===== src/hdl/lcr_pkg.sv =====
// ----------------------------------------------------------------------------
// Line command recogniser package
// Shared types, keyword tables and character matching functions.
// ----------------------------------------------------------------------------
package lcr_pkg;

  localparam int KW_COUNT          = 3;
  localparam int KW_MAX_LEN        = 5;
  localparam int SHORT_LINE_LIMIT  = 16;

  localparam logic       REQ_DATA          = 1'b0;
  localparam logic       REQ_SESSION_RESET = 1'b1;

  localparam logic [7:0] CHAR_CR  = 8'h0D;
  localparam logic [7:0] CHAR_LF  = 8'h0A;
  localparam logic [7:0] CHAR_SP  = 8'h20;
  localparam logic [7:0] CHAR_TAB = 8'h09;

  // Keyword letters in upper case; unused tail positions are never compared
  localparam logic [7:0] KW_CHAR [KW_COUNT][KW_MAX_LEN] = '{
    '{"P", "I", "N", "G", 8'h00},
    '{"G", "E", "T", "I", "D"},
    '{"C", "L", "O", "S", "E"}
  };
  localparam logic [2:0] KW_LEN [KW_COUNT] = '{3'd4, 3'd5, 3'd5};

  typedef enum logic [1:0] {
    RESP_PONG    = 2'd0,
    RESP_IDENT   = 2'd1,
    RESP_BYE     = 2'd2,
    RESP_UNKNOWN = 2'd3
  } resp_code_e;

  typedef enum logic [2:0] {
    PH_LEAD  = 3'b001,
    PH_TOKEN = 3'b010,
    PH_AFTER = 3'b100
  } phase_e;

  typedef struct packed {
    logic       req_type;
    logic [7:0] data_byte;
    logic       chunk_last;
  } lcr_item_t;

  typedef struct packed {
    logic       valid;
    resp_code_e code;
  } lcr_result_t;

  // Fold a..z to upper case, leave everything else alone
  function automatic logic [7:0] fold_upper(input logic [7:0] c);
    logic [7:0] res;
    res = c;
    if (c >= "a" && c <= "z") begin
      res = c - 8'h20;
    end
    return res;
  endfunction

  // Keep flag k only where c matches keyword k at position pos
  function automatic logic [2:0] narrow_flags(input logic [2:0] flags,
                                              input logic [2:0] pos,
                                              input logic [7:0] c);
    logic [2:0] res;
    res = '0;
    for (int k = 0; k < KW_COUNT; k++) begin
      if (flags[k] && pos < KW_LEN[k]) begin
        if (KW_CHAR[k][pos] == c) begin
          res[k] = 1'b1;
        end
      end
    end
    return res;
  endfunction

  // First keyword still flagged whose length equals len, else unknown
  function automatic resp_code_e pick_code(input logic [2:0] flags,
                                           input logic [2:0] len);
    resp_code_e res;
    res = RESP_UNKNOWN;
    for (int k = KW_COUNT - 1; k >= 0; k--) begin
      if (flags[k] && len == KW_LEN[k]) begin
        res = resp_code_e'(k[1:0]);
      end
    end
    return res;
  endfunction

endpackage


===== src/hdl/lcr_if.sv =====
// ----------------------------------------------------------------------------
// Line command recogniser channels
// Valid/ready request and response channels with their payloads.
// ----------------------------------------------------------------------------
interface lcr_req_if;
  logic       valid;
  logic       ready;
  logic       req_type;
  logic [7:0] data_byte;
  logic       chunk_last;

  modport source (output valid, req_type, data_byte, chunk_last, input ready);
  modport sink   (input valid, req_type, data_byte, chunk_last, output ready);
endinterface

interface lcr_rsp_if;
  logic       valid;
  logic       ready;
  logic [1:0] response_code;

  modport source (output valid, response_code, input ready);
  modport sink   (input valid, response_code, output ready);
endinterface


===== src/hdl/lcr_core.sv =====
// ----------------------------------------------------------------------------
// Line command recogniser parse core
// Holds line state and works out the next state and result for one item.
// ----------------------------------------------------------------------------
module lcr_core import lcr_pkg::*; #(
  parameter int BUFFER_BYTES = 1024
) (
  input  logic        clk_i,
  input  logic        rst_ni,
  input  logic        step_en_i,
  input  lcr_item_t   item_i,
  output lcr_result_t result_o
);

  localparam int               FILL_W   = $clog2(BUFFER_BYTES);
  localparam logic [FILL_W-1:0] FILL_MAX = FILL_W'(BUFFER_BYTES - 1);

  logic [FILL_W-1:0] fill_q, fill_d;
  logic [FILL_W-1:0] len_q, len_d;
  phase_e            phase_q, phase_d;
  logic [2:0]        tflags_q, tflags_d;
  logic [2:0]        tpos_q, tpos_d;
  logic [2:0]        rflags_q, rflags_d;

  logic [7:0] upper;
  logic       is_eol;
  logic       is_ws;
  logic       emit;
  resp_code_e code;
  resp_code_e raw_code;
  logic [2:0] len_sat;
  logic [2:0] pos_sat;

  assign upper   = fold_upper(item_i.data_byte);
  assign is_eol  = (item_i.data_byte == CHAR_CR) || (item_i.data_byte == CHAR_LF);
  assign is_ws   = (item_i.data_byte == CHAR_SP) || (item_i.data_byte == CHAR_TAB);
  assign pos_sat = (len_q > FILL_W'(7)) ? 3'd7 : len_q[2:0];

  always_comb begin
    fill_d   = fill_q;
    len_d    = len_q;
    phase_d  = phase_q;
    tflags_d = tflags_q;
    tpos_d   = tpos_q;
    rflags_d = rflags_q;
    emit     = 1'b0;
    code     = RESP_UNKNOWN;
    raw_code = RESP_UNKNOWN;
    len_sat  = 3'd0;

    if (item_i.req_type == REQ_SESSION_RESET) begin
      fill_d   = '0;
      len_d    = '0;
      phase_d  = PH_LEAD;
      tflags_d = '1;
      tpos_d   = '0;
      rflags_d = '1;
    end else begin
      // drop the byte outright once the buffer is full
      if (fill_q != FILL_MAX) begin
        fill_d = fill_q + 1'b1;
        if (is_eol) begin
          if (len_q != '0) begin
            emit = 1'b1;
            code = (phase_q != PH_LEAD) ? pick_code(tflags_q, tpos_q) : RESP_UNKNOWN;
          end
          len_d    = '0;
          phase_d  = PH_LEAD;
          tflags_d = '1;
          tpos_d   = '0;
          rflags_d = '1;
        end else begin
          rflags_d = narrow_flags(rflags_q, pos_sat, upper);
          len_d    = len_q + 1'b1;
          if (is_ws) begin
            if (phase_q == PH_TOKEN) begin
              phase_d = PH_AFTER;
            end
          end else if (phase_q != PH_AFTER) begin
            phase_d  = PH_TOKEN;
            tflags_d = narrow_flags(tflags_q, tpos_q, upper);
            if (tpos_q != 3'd7) begin
              tpos_d = tpos_q + 3'd1;
            end
          end
        end
      end

      // chunk end: dispatch a bare keyword, otherwise carry the partial line
      if (item_i.chunk_last) begin
        len_sat = (len_d > FILL_W'(7)) ? 3'd7 : len_d[2:0];
        if (!emit && len_d != '0 && 32'(len_d) < 32'(SHORT_LINE_LIMIT)) begin
          raw_code = pick_code(rflags_d, len_sat);
          if (raw_code != RESP_UNKNOWN) begin
            emit     = 1'b1;
            code     = raw_code;
            len_d    = '0;
            phase_d  = PH_LEAD;
            tflags_d = '1;
            tpos_d   = '0;
            rflags_d = '1;
          end
        end
        fill_d = len_d;
      end
    end
  end

  always_ff @(posedge clk_i or negedge rst_ni) begin
    if (!rst_ni) begin
      fill_q   <= '0;
      len_q    <= '0;
      phase_q  <= PH_LEAD;
      tflags_q <= '1;
      tpos_q   <= '0;
      rflags_q <= '1;
    end else if (step_en_i) begin
      fill_q   <= fill_d;
      len_q    <= len_d;
      phase_q  <= phase_d;
      tflags_q <= tflags_d;
      tpos_q   <= tpos_d;
      rflags_q <= rflags_d;
    end
  end

  assign result_o.valid = emit;
  assign result_o.code  = code;

endmodule


===== src/hdl/line_command_recognizer.sv =====
// ----------------------------------------------------------------------------
// Line command recogniser
// Recognises PING, GETID and CLOSE commands in a chunked byte stream.
// ----------------------------------------------------------------------------
// A result reaches rsp_o through the input register, parse core and result
// register. Throughput: one item per cycle while no response waits unaccepted
// in the result register; the parse core updates all line state in between.
// Reset: rst_ni clears all line state and empties both pipeline registers at
// once; no clearing pass is needed, items are accepted from the first cycle.
module line_command_recognizer import lcr_pkg::*; #(
  parameter int BUFFER_BYTES = 1024
) (
  input  logic      clk_i,
  input  logic      rst_ni,
  lcr_req_if.sink   req_i,
  lcr_rsp_if.source rsp_o
);

  // Input register: holds one accepted item for the parse core
  logic        in_valid_q;
  lcr_item_t   in_item_q;

  // Result register: holds one response until the sink takes it
  logic        out_valid_q;
  resp_code_e  out_code_q;

  lcr_result_t result;
  logic        advance;

  // Advance the held item when its result (if any) has somewhere to go;
  // an item that yields nothing never waits on the output side.
  assign advance = in_valid_q && (!result.valid || !out_valid_q || rsp_o.ready);

  // Take a new item whenever the input register is empty or being drained
  assign req_i.ready = !in_valid_q || advance;

  always_ff @(posedge clk_i or negedge rst_ni) begin
    if (!rst_ni) begin
      in_valid_q <= 1'b0;
    end else if (req_i.ready) begin
      in_valid_q <= req_i.valid;
    end
  end

  always_ff @(posedge clk_i) begin
    if (req_i.ready && req_i.valid) begin
      in_item_q.req_type   <= req_i.req_type;
      in_item_q.data_byte  <= req_i.data_byte;
      in_item_q.chunk_last <= req_i.chunk_last;
    end
  end

  lcr_core #(
    .BUFFER_BYTES(BUFFER_BYTES)
  ) u_core (
    .clk_i     (clk_i),
    .rst_ni    (rst_ni),
    .step_en_i (advance),
    .item_i    (in_item_q),
    .result_o  (result)
  );

  // Load a fresh response, or drop the old one once it has been taken
  always_ff @(posedge clk_i or negedge rst_ni) begin
    if (!rst_ni) begin
      out_valid_q <= 1'b0;
    end else if (advance && result.valid) begin
      out_valid_q <= 1'b1;
    end else if (rsp_o.ready) begin
      out_valid_q <= 1'b0;
    end
  end

  always_ff @(posedge clk_i) begin
    if (advance && result.valid) begin
      out_code_q <= result.code;
    end
  end

  assign rsp_o.valid         = out_valid_q;
  assign rsp_o.response_code = out_code_q;

endmodule


===== src/flat_wrapper.sv =====
// flat-port wrapper written by rule: the top's interface ports become plain ports
module line_command_recognizer_flat import lcr_pkg::*;
#(
  parameter int BUFFER_BYTES = 1024
)
  (clk_i, rst_ni, req_i_valid, req_i_req_type, req_i_data_byte, req_i_chunk_last, req_i_ready, rsp_o_valid, rsp_o_response_code, rsp_o_ready);
  lcr_req_if req_i_i ();
  lcr_rsp_if rsp_o_i ();
  input  logic clk_i;
  input  logic rst_ni;
  input wire logic [$bits(req_i_i.valid)-1:0] req_i_valid;
  input wire logic [$bits(req_i_i.req_type)-1:0] req_i_req_type;
  input wire logic [$bits(req_i_i.data_byte)-1:0] req_i_data_byte;
  input wire logic [$bits(req_i_i.chunk_last)-1:0] req_i_chunk_last;
  output wire logic [$bits(req_i_i.ready)-1:0] req_i_ready;
  output wire logic [$bits(rsp_o_i.valid)-1:0] rsp_o_valid;
  output wire logic [$bits(rsp_o_i.response_code)-1:0] rsp_o_response_code;
  input wire logic [$bits(rsp_o_i.ready)-1:0] rsp_o_ready;
  assign req_i_i.valid = req_i_valid;
  assign req_i_i.req_type = req_i_req_type;
  assign req_i_i.data_byte = req_i_data_byte;
  assign req_i_i.chunk_last = req_i_chunk_last;
  assign req_i_ready = req_i_i.ready;
  assign rsp_o_valid = rsp_o_i.valid;
  assign rsp_o_response_code = rsp_o_i.response_code;
  assign rsp_o_i.ready = rsp_o_ready;
  line_command_recognizer #(.BUFFER_BYTES(BUFFER_BYTES)) u_core (.clk_i(clk_i), .rst_ni(rst_ni), .req_i(req_i_i), .rsp_o(rsp_o_i));
endmodule

===== config.mk =====
export PLATFORM = sky130hd
export DESIGN_NAME = line_command_recognizer_flat
export DESIGN_NICKNAME = d
export VERILOG_FILES = /design/src/hdl/lcr_pkg.sv /design/src/hdl/lcr_if.sv /design/src/hdl/lcr_core.sv /design/src/hdl/line_command_recognizer.sv /design/src/flat_wrapper.sv
export SDC_FILE = /design/constraint.sdc
export NUM_CORES = 1
export LEC_CHECK = 0
export BUFFER_PORTS_ARGS = -buffer_cell sky130_fd_sc_hd__buf_2
export CORE_MARGIN = 3
export CORE_UTILIZATION = 40
export CTS_CLUSTER_SIZE = 30
export DETAILED_ROUTE_END_ITERATION = 8
export GPL_TIMING_DRIVEN = 0
export PLACE_DENSITY = 0.56
export SETUP_SLACK_MARGIN = 0.2
export SLEW_MARGIN = 15
export SYNTH_ARGS = -nofsm -noshare
export SYNTH_HDL_FRONTEND = slang
export SYNTH_SLANG_ARGS = --single-unit

===== constraint.sdc =====
create_clock -name clk_i -period 5.55 [get_ports clk_i]
set_clock_uncertainty 0.1 [all_clocks]
set_input_delay 1.11 -clock clk_i [delete_from_list [all_inputs] [get_ports clk_i]]
set_output_delay 1.11 -clock clk_i [all_outputs]
set_load 0.05 [all_outputs]

==> impl_metrics.yaml, run 1 <==
final_layout:
  multiInputGateArea_mm2: 0.002399
  area_growth_syn_to_layout_pct: 9.915
  nNetsFinal: 506
  drive_gt1_frac: 0.1723
  final-seq-area_mm2: 0.001220
  instances_no_fill: 602
  n_fill_cell: 893
  final_util: 0.4667
  antenna_cells: 0
drt:
  drtPass1Iterations: 5
  via_per_inst: 5.912
  first_iter_violations: 362
  wire_per_inst_um: 17.93
  ant_nets: 0
  drc: 0
  routed_wirelength_mm: 10.79
  vias: 3559
floorplan:
  design.core.area_mm2: 0.008976
  die_x_um: 103.6
  die_y_um: 103.6
  io-pin-count: 18
  placementRows: 34
  initial_core_util: 0.4246
  dieArea_mm2: 0.01074
cts:
  ctsResizeCount: 1
  cts_buffers: 5
  cts_tree: "built"
  cts_hold_buf: 0
  cts_setup_buffers: 0
  cts_root_buffer: "clkbuf_8"
  cts.clk_slew.worst_paths_ns: 0.11
  htree_num_levels: 2
  clk_path_buf_depth: 2
  clkSinkCount: 46
  clk_latency_ns: 0.32
worst_setup_path:
  crit_path_end_kind: "output pin"
  cp_max_fo: 10
  crit_arrival_ns: 3.88
  worstPathRequired_ns: 4.34
  cp-start-kind: "flop"
  worst-setup-path-type: "flop to output pin"
grt:
  grt.total_usage: 0.1989
  first_global_vias: 3320
  grt_overflow: 0
  grt_first_pass_wirelength_mm: 17.39
  antenna_found_initial: 0
  grt_max_degree: 35
timing:
  hold_violations: 0
  relSlewSlack: 0.4385
  setup_violations: 0
  tns_ns: 0
  rsz0062_at_grt: "no"
  final.setup.worst_slack_ns: 0.4580
  worstMarginPinSlew_ns: 0.8422
  period_needed_ns: 5.092
  fin_crit_sh: 0.9175
  clock.fmax_ghz: 0.1964
  drv_slew: 0
synthesis:
  synth_warnings: 0
  yosys-top-cells-area: "dfrtp_1 (18%), edfxtp_1 (9.5%), ha_1 (5.6%), dfstp_2 (4.8%), o21ai_0 (4.7%)"
  syn_area_per_cell_um2: 8.450
  synth_fp_nets: 482
  synthFlopType: "dfrtp_1"
  yosysTopAreaCellShare: 0.1773
  yosysTopAreaCell: "dfrtp_1"
  synth-edff-count: 12
  synth_cells: 451
  synth.cell_area_mm2: 0.003811
  yosys_register_bits: 46
  synthArstFlopShare: 0.7391
  yosysSeqAreaShare: 0.3201
  ys_types: 80
placement:
  placedCellCount: 594
  place_congestion: 0.9101
  hpwl_mm: 8.082
  pre_cts_slack_ns: 0.4797
  portBuffers: 17
outcome:
  status: "finished, final reports clean"
pwr:
  power.density_mw_per_mm2: 226.4
  ir_drop_v: 0.0001152
  p_total_mw: 0.9483
  p_leak_nw: 1.721
run:
  maxCapViolations: 0
worst_hold_path:
  hold_path.class: "flop to flop"
[stage by stage]
| step | hold WS [ns] | instance area, um^2 |
|---|---|---|
| floorplan | 0.3509 | 3811 |
| global placement | 0.3632 | 4054 |
| detailed placement | 0.3644 | 4054 |
| CTS | 0.3816 | 4156 |
| global route | 0.4032 | 4189 |
| finish | 0.3849 | 4189 |
[synth_stat cells, drive strengths merged (13+ instances only)]
| cell | count |
|---|---|
| buf | 17 |
| nor3 | 21 |
| clkbuf | 13 |
| o21ai | 40 |
| nand2 | 39 |
| inv | 23 |
| ha | 17 |
| and3 | 14 |
| a21oi | 19 |
| nand3 | 16 |
| dfrtp | 27 |
| nor2 | 34 |
[state kept, by name (all words and copies together) (netlist names)]
name                        count
u_core.u_core.fill_q           10
u_core.u_core.len_q            10
u_core.in_valid_q               1
u_core.u_core.phase_q           3
u_core.u_core.tpos_q            3
u_core.rsp_o.valid              1
u_core.in_item_q               10
u_core.u_core.rflags_q          3
u_core.rsp_o.response_code      2
u_core.u_core.tflags_q          3
[layer usage]
metal  up-vias  share of wire  routed length (um)  GRT usage
met2       114           0.44                4797     0.3061
met3        19          0.063                 679    0.02736
met4         0          0.022                 235    0.06648
met1      1713           0.47                5081     0.2873
met5         -              0                   0          0
li1       1713              -                   -          -
[path summary, 6_finish.rpt]
check	start	slack, ns	to	cells past startpoint
worst max-delay path	u_core.u_core.len_q[6]	0.46	req_i_ready	14
worst max register to register	u_core.u_core.len_q[6]	1.39	u_core.u_core.phase_q[2]	13
worst min register to register	u_core.u_core.tflags_q[2]	0.38	u_core.u_core.tflags_q[2]	2
min in group asynchronous	rst_ni	0.79	u_core.u_core.tpos_q[2]	1
max in group asynchronous	rst_ni	4.03	u_core.u_core.fill_q[6]	1
worst min-delay path	u_core.u_core.tflags_q[2]	0.38	u_core.u_core.tflags_q[2]	2
[report_power, final]
part | total, mW | switching, mW | internal (mW)
Clock | 0.235 | 0.141 | 0.0938
Sequential | 0.409 | 0.0297 | 0.379
Combinational | 0.305 | 0.189 | 0.116
[cell type report]
type	instances	share of cell area
Clock buffer	5	0.01643
Clock inverter	3	0.006571
Buffer	30	0.03465
Multi-Input combinational cell	352	0.5726
Sequential cell	46	0.2912
Inverter	23	0.02061
Tap cell	126	0.03763
Timing Repair Buffer	17	0.02031
[critical path: stages (launching register included)]
cell and delay (ns):
dfrtp_1 0.45, buf_2 0.21, nor4_4 0.35, nand3_1 0.22, ha_1 0.39, and3_1 0.20, o221ai_1 0.22, mux2i_1 0.12
a32oi_2 0.28, nand3_2 0.15, a211oi_4 0.39, nor2_1 0.10, nand2_1 0.13, or2_2 0.12, buf_2 0.25
[cells in the final DEF (no fill, tap or decap), drive strengths merged, types with 5 or more instances in the layout]
cell type,instances
a21oi,19
a22o,8
a31oi,9
and3,14
buf,34
clkbuf,18
dfrtp,27
dfstp,7
edfxtp,12
ha,17
inv,25
nand2,39
nand2b,9
nand3,16
nand4,9
nor2,34
nor3,21
nor3b,5
nor4,7
o211ai,6
o21ai,40
o31ai,11
or3,7
xnor2,12
xor2,6
[logic make-up after synthesis]
group	after synthesis	share of synthesized area
simple gates	176	0.2557
fa+ha+maj	17	0.05581
mux	5	0.01412
compound gates	136	0.2525
buf+inv	53	0.06041
flops	46	0.3201
xor+xnor	18	0.04137
No activity file was read; power rests on OpenSTA's default activity.
==> run 2: changes to the inputs <==
--- a/config.mk
+++ b/config.mk
@@ -16,4 +16,5 @@
 export SLEW_MARGIN = 15
 export SYNTH_ARGS = -nofsm -noshare
 export SYNTH_HDL_FRONTEND = slang
+export SYNTH_HIERARCHICAL = 1
 export SYNTH_SLANG_ARGS = --single-unit
==> run 2 against run 1 <==
  * Count of clock-buffer cells in the layout increased by 2
  * Area after synthesis is 5.1% lower
  * Synthesized cell count is 4.2% lower
  * Critical endpoint unchanged
  * First-iteration DRC count decreased by 42%
  * Register-to-register slack worse by 0.66 ns
  * Sequential share of layout area up 1.3 points
  * Cell count shrank 5.8%
  * Setup slack worse by 0.062 ns
==> impl_metrics.yaml, run 2 <==
worst_setup_path:
  path_cells: "clkbuf_1 -> nor4_4 -> clkbuf_4 -> nand3_1 -> inv_1 -> ha_1 -> nand2b_1 -> o311ai_1 -> nor4_2 -> a31oi_4 -> o21ai_2 -> a22oi_4 -> nor2_4 -> nor2_1 -> nor2_1 -> buf_4 -> nand4b_2 -> buf_2"
  worst-setup-path-type: "flop to output pin"
  cp-start-kind: "flop"
  timing.critical_path.mode_cell: "nor2_1"
  worstPathRequired_ns: 4.34
  path_buf_inv: 5
  r2r_slack_ns: 0.73
  crit_path_max_incr_delay_ns: 0.37
  reg2regPathDepth: 23
  r2r-end: "u_core/u_core/len_q[2]"
  cp_max_fo: 10
  reg2reg_from: "u_core/u_core/len_q[7]"
  crit_arrival_ns: 3.94
  crit_path_end_kind: "output pin"
  crit_family: "simple AND/OR/NAND/NOR gates"
  cp_slowest_cell: "dfrtp_1"
cts:
  cts.clk_slew.worst_paths_ns: 0.09
  cts_root_buffer: "clkbuf_8"
  cts_buffers: 5
  clkSinkCount: 46
  cts_tree: "built"
  clk_path_buf_depth: 2
  htree_num_levels: 2
  clk_latency_ns: 0.30
grt:
  grt_overflow: 0
  grt.total_usage: 0.1972
  first_global_vias: 3158
  grt_max_degree: 35
  antenna_found_initial: 0
  grt_first_pass_wirelength_mm: 16.12
timing:
  rsz0062_at_grt: "yes"
  drv_slew: 0
  fin_crit_sh: 0.9287
  tns_ns: 0
  period_needed_ns: 5.154
  clock.fmax_ghz: 0.1940
  relSlewSlack: 0.4506
  setup_violations: 0
  hold_violations: 0
  worstMarginPinSlew_ns: 0.8241
worst_hold_path:
  min_from: "u_core/u_core/rflags_q[0]"
  hold_depth: 1
  holdPathEnd: "u_core/u_core/rflags_q[0]"
  hold_path.class: "flop to flop"
pwr:
  power.density_mw_per_mm2: 217.9
  p_total_mw: 0.8753
  p_int_mw: 0.5757
  p_sw_mw: 0.2996
  seq_power_share: 0.462
  ir_drop_v: 0.0001421
  clkPwrFrac: 0.256
  p_sw_frac: 0.3423
  p_leak_nw: 1.708
  power_frac_comb: 0.282
drt:
  drc: 0
  drtPass1Iterations: 4
  wire_per_inst_um: 17.14
  first_iter_violations: 209
  ant_nets: 0
  vias: 3374
  via_per_inst: 5.951
  routed_wirelength_mm: 9.721
placement:
  portBuffers: 17
  placedCellCount: 557
  hpwl_mm: 7.219
  place_congestion: 0.8703
final_layout:
  drive_gt1_frac: 0.1590
  antenna_cells: 0
  final_common_cell: "nor2_1"
  area_growth_syn_to_layout_pct: 11.00
  nNetsFinal: 489
  instances_no_fill: 567
  final_cell_mix: "nor2_1 (38), o21ai_0 (37), nand2_1 (31)"
  top_regs: "u_core/in_item_q (10), u_core/u_core/fill_q (10), u_core/u_core/len_q (10)"
  final_util: 0.4583
synthesis:
  synth.cell_area_mm2: 0.003618
  synth_cells: 432
  yosys-top-cells-area: "dfrtp_1 (19%), edfxtp_1 (10%), ha_1 (5.9%), o21ai_0 (5.1%), dfstp_2 (5.1%)"
  yosysTopAreaCellShare: 0.1867
  synth-edff-count: 12
  syn_area_per_cell_um2: 8.376
  synthFlopType: "dfrtp_1"
  ys_types: 75
  yosysSeqAreaShare: 0.3371
  synth_fp_nets: 463
  yosys_register_bits: 46
  yosysTopAreaCell: "dfrtp_1"
  synth_common_cells: "nor2_1 (39), o21ai_0 (37), nand2_1 (31)"
  synth_warnings: 6
  synthMostInstantiatedCell: "nor2_1"
  synthArstFlopShare: 0.7391
floorplan:
  design.core.area_mm2: 0.008763
  io-pin-count: 18
  dieArea_mm2: 0.01022
  initial_core_util: 0.4129
  placementRows: 34
  die_y_um: 101.1
  die_x_um: 101.1
outcome:
  status: "finished, final reports clean"
run:
  maxCapViolations: 0
run 2: logic make-up (layout without fill, tap and decap cells):
family	after synthesis	in the layout	synth area share
AND/OR/NAND/NOR	168	168	0.2441
AO/OA/AOI/OAI	131	131	0.2545
buffers and inverters	51	78	0.05775
flip-flops	46	46	0.3371
adder cells (fa/ha/maj)	17	17	0.05878
XOR/XNOR	16	16	0.03873
multiplexers	3	3	0.008990
run 2: repair_timing:
item / 4_1_cts / 5_1_grt
setup endpoints to repair: 1 / 19
pin swaps: 0 / 2
buffers inserted: 0 / 2
resized for setup: 1 / 11
hold buffers: 0 / 0
run 2: worst reg2reg max path, delay by kind of cell, from the launching register on:
kind / cells / cell delay [ns]
DFF: 1 / 0.37
adders and majority gates: 1 / 0.23
buffers and inverters: 6 / 1.17
and+or+nand+nor: 9 / 1.47
AOI/OAI and AO/OA: 7 / 1.39
run 2: per-layer routing:
metal	global-route usage	share of wire	vias up
met1	0.2845	0.48	1659
li1	-	-	1628
met3	0.02422	0.035	11
met4	0.04294	0.0092	0
met2	0.3174	0.48	76
met5	0	0	-
run 2: cell type report:
| class | count | area, um^2 |
|---|---|---|
| Fill cell | 883 | 4747 |
| Multi-Input combinational cell | 335 | 2253 |
| Sequential cell | 46 | 1220 |
| Tap cell | 108 | 135.1 |
| Buffer | 29 | 130.1 |
| Timing Repair Buffer | 19 | 100.1 |
| Clock buffer | 7 | 86.33 |
| Inverter | 22 | 82.58 |
| Clock inverter | 1 | 8.758 |
run 2: how the worst max path moves through the flow:
stage / start / end / slack [ns] / cells past startpoint
floorplan: u_core/u_core/len_q[8] / req_i_ready / 1.06 / 15
global placement: u_core/u_core/len_q[7] / u_core/u_core/len_q[2] / 0.37 / 23
detailed placement: u_core/u_core/len_q[7] / u_core/u_core/len_q[2] / 0.31 / 23
CTS: u_core/u_core/len_q[7] / req_i_ready / 0.22 / 16
global route: u_core/u_core/len_q[7] / req_i_ready / 0.16 / 18
finish: u_core/u_core/len_q[7] / req_i_ready / 0.40 / 18
run 2: stage by stage:
| stage | instance area [um^2] | setup WS, ns | hold slack, ns |
|---|---|---|---|
| 6_report | 4016 | 0.3959 | 0.4175 |
| 5_1_grt | 4016 | 0.1646 | 0.4278 |
| 4_1_cts | 3945 | 0.2218 | 0.4179 |
| 3_5_place_dp | 3844 | 0.3062 | 0.4035 |
| 3_3_place_gp | 3839 | 0.3750 | 0.3994 |
| 2_1_floorplan | 3618 | 1.065 | 0.3761 |
run 2: power by group through the flow:
stage / Clock, mW / Combinational [mW] / Sequential [mW]
after floorplan: 0 / 0.179 / 0.402
after global placement: 0 / 0.233 / 0.410
after detailed placement: 0 / 0.235 / 0.411
after CTS: 0.236 / 0.237 / 0.404
after global routing: 0.244 / 0.277 / 0.409
final: 0.224 / 0.247 / 0.404
==> run 3: changes to the inputs <==
--- a/config.mk
+++ b/config.mk
@@ -11,7 +11,7 @@
 export CTS_CLUSTER_SIZE = 30
 export DETAILED_ROUTE_END_ITERATION = 8
 export GPL_TIMING_DRIVEN = 0
-export PLACE_DENSITY = 0.56
+export PLACE_DENSITY = 0.57
 export SETUP_SLACK_MARGIN = 0.2
 export SLEW_MARGIN = 15
 export SYNTH_ARGS = -nofsm -noshare
==> run 3 against run 2 <==
  * Clock power is 3% higher
  * Count of clock-buffer cells in the layout unchanged
  * Final area fell by 0.19%
  * Die area is the same
  * Global-route usage hardly changed
  * Setup slack improved by 0.054 ns
  * Register-to-register slack barely moved
  * Flip-flop and latch count is the same
  * Combinational power hardly changed
  * Sequential power hardly changed
  * Cell count is 0.18% higher
==> impl_metrics.yaml, run 3 (same netlist as run 2, synthesis figures left out) <==
cts:
  clk_latency_ns: 0.30
  clkSinkCount: 46
  cts_root_buffer: "clkbuf_8"
  cts_buffers: 5
  cts_hold_buf: 0
  clk_path_buf_depth: 2
  htree_num_levels: 2
  cts.clk_slew.worst_paths_ns: 0.10
  cts_tree: "built"
placement:
  place_congestion: 0.8428
  hpwl_mm: 7.182
  portBuffers: 17
  placed_area_mm2: 0.003839
  placedCellCount: 557
final_layout:
  instances_no_fill: 568
  final_area_mm2: 0.004009
  final_cell_mix: "nor2_1 (38), o21ai_0 (37), nand2_1 (31)"
  nNetsFinal: 490
  antenna_cells: 0
  drive_gt1_frac: 0.1565
  area_growth_syn_to_layout_pct: 10.79
  final_common_cell: "nor2_1"
  top_regs: "u_core/in_item_q (10), u_core/u_core/fill_q (10), u_core/u_core/len_q (10)"
grt:
  grt_overflow: 0
  antenna_found_initial: 0
  grt.total_usage: 0.1971
  first_global_vias: 3140
  grt_max_degree: 35
  grt_first_pass_wirelength_mm: 16.11
worst_setup_path:
  worstPathRequired_ns: 4.34
  r2r-end: "u_core/u_core/len_q[2]"
  timing.critical_path.mode_cell: "nor2_1"
  cp_slowest_cell: "ha_1"
  path_cells: "clkbuf_1 -> nor4_4 -> clkbuf_4 -> nand3_1 -> ha_1 -> xor2_1 -> nor3_1 -> nand4_1 -> o221ai_2 -> a22oi_4 -> nor2_4 -> nor2_1 -> nor2_1 -> buf_4 -> nand4b_2 -> buf_2"
  crit_arrival_ns: 3.89
  worst-setup-path-type: "flop to output pin"
  reg2regPathDepth: 22
  crit_path_max_incr_delay_ns: 0.41
  cp-start-kind: "flop"
  r2r_slack_ns: 0.72
  reg2reg_from: "u_core/u_core/len_q[7]"
  crit_family: "simple AND/OR/NAND/NOR gates"
  path_buf_inv: 4
  crit_path_end_kind: "output pin"
  cp_max_fo: 10
floorplan:
  placementRows: 34
  design.core.area_mm2: 0.008763
  io-pin-count: 18
  dieArea_mm2: 0.01022
  die_y_um: 101.1
  initial_core_util: 0.4129
  die_x_um: 101.1
worst_hold_path:
  min_from: "u_core/u_core/rflags_q[2]"
  holdPathEnd: "u_core/u_core/rflags_q[2]"
  hold_depth: 1
  hold_path.class: "flop to flop"
drt:
  routed_wirelength_mm: 9.831
  drtPass1Iterations: 5
  via_per_inst: 5.944
  first_iter_violations: 224
  wire_per_inst_um: 17.31
  ant_nets: 0
  drc: 0
  vias: 3376
pwr:
  ir_drop_v: 0.0001004
  power.density_mw_per_mm2: 219.7
  p_leak_nw: 1.715
timing:
  relSlewSlack: 0.4586
  rsz0062_at_grt: "yes"
  tns_ns: 0
  drv_slew: 0
  fin_crit_sh: 0.9189
  clock.fmax_ghz: 0.1961
  worstMarginPinSlew_ns: 0.8121
  hold_violations: 0
  period_needed_ns: 5.100
  setup_violations: 0
run:
  maxCapViolations: 0
outcome:
  status: "finished, final reports clean"
## run 3: cell count changes in the layout (fill, tap and decap cells not counted), sizes merged
| cell | previous run | this run |
|---|---|---|
| buf | 32 | 33 |
## run 3: where the power goes
part	total (mW)	switching (mW)	internal, mW
Sequential	0.405	0.0289	0.376
Clock	0.231	0.128	0.103
Combinational	0.245	0.151	0.0944
## run 3: what timing repair did
| item | CTS | global route |
|---|---|---|
| pin swaps | 0 | 1 |
| setup buffers | 0 | 3 |
| gates resized for setup | 1 | 9 |
| setup endpoints to repair | 1 | 24 |
## run 3: worst max-delay path by stage
stage	startpoint	to	slack, ns	cells after the start
after global placement	u_core/u_core/len_q[7]	u_core/u_core/len_q[2]	0.40	23
after global routing	u_core/u_core/len_q[7]	req_i_ready	0.12	18
after CTS	u_core/u_core/len_q[7]	req_i_ready	0.22	16
after detailed placement	u_core/u_core/len_q[7]	u_core/u_core/len_q[2]	0.33	23
after floorplan	u_core/u_core/len_q[8]	req_i_ready	1.06	15
final	u_core/u_core/len_q[7]	req_i_ready	0.45	16
## run 3: stage by stage
stage                     total power [mW]  setup WS [ns]  utilization  hold slack (ns)
final                               0.8809         0.4502       0.4575           0.4174
after global routing                0.9308         0.1224       0.4575           0.4371
after CTS                           0.8786         0.2152       0.4496           0.4204
after detailed placement            0.6466         0.3331       0.4380           0.4063
after global placement              0.6427         0.4009       0.4380           0.3990
after floorplan                     0.5809          1.065            -           0.3761
## run 3: routing by layer
metal	global-route usage	routed length, um
met5	0	0
met4	0.03272	28
met3	0.02422	358
met2	0.3229	4706
met1	0.2836	4738
## run 3: final cells by class
type,count,area (um^2)
clock buffer,7,86.33
clock inverter,1,8.758
buffer,29,130.1
multi-input combinational,335,2238
tap,108,135.1
sequential,46,1220
timing repair buffer,20,107.6
fill,909,4755
inverter,22,82.58
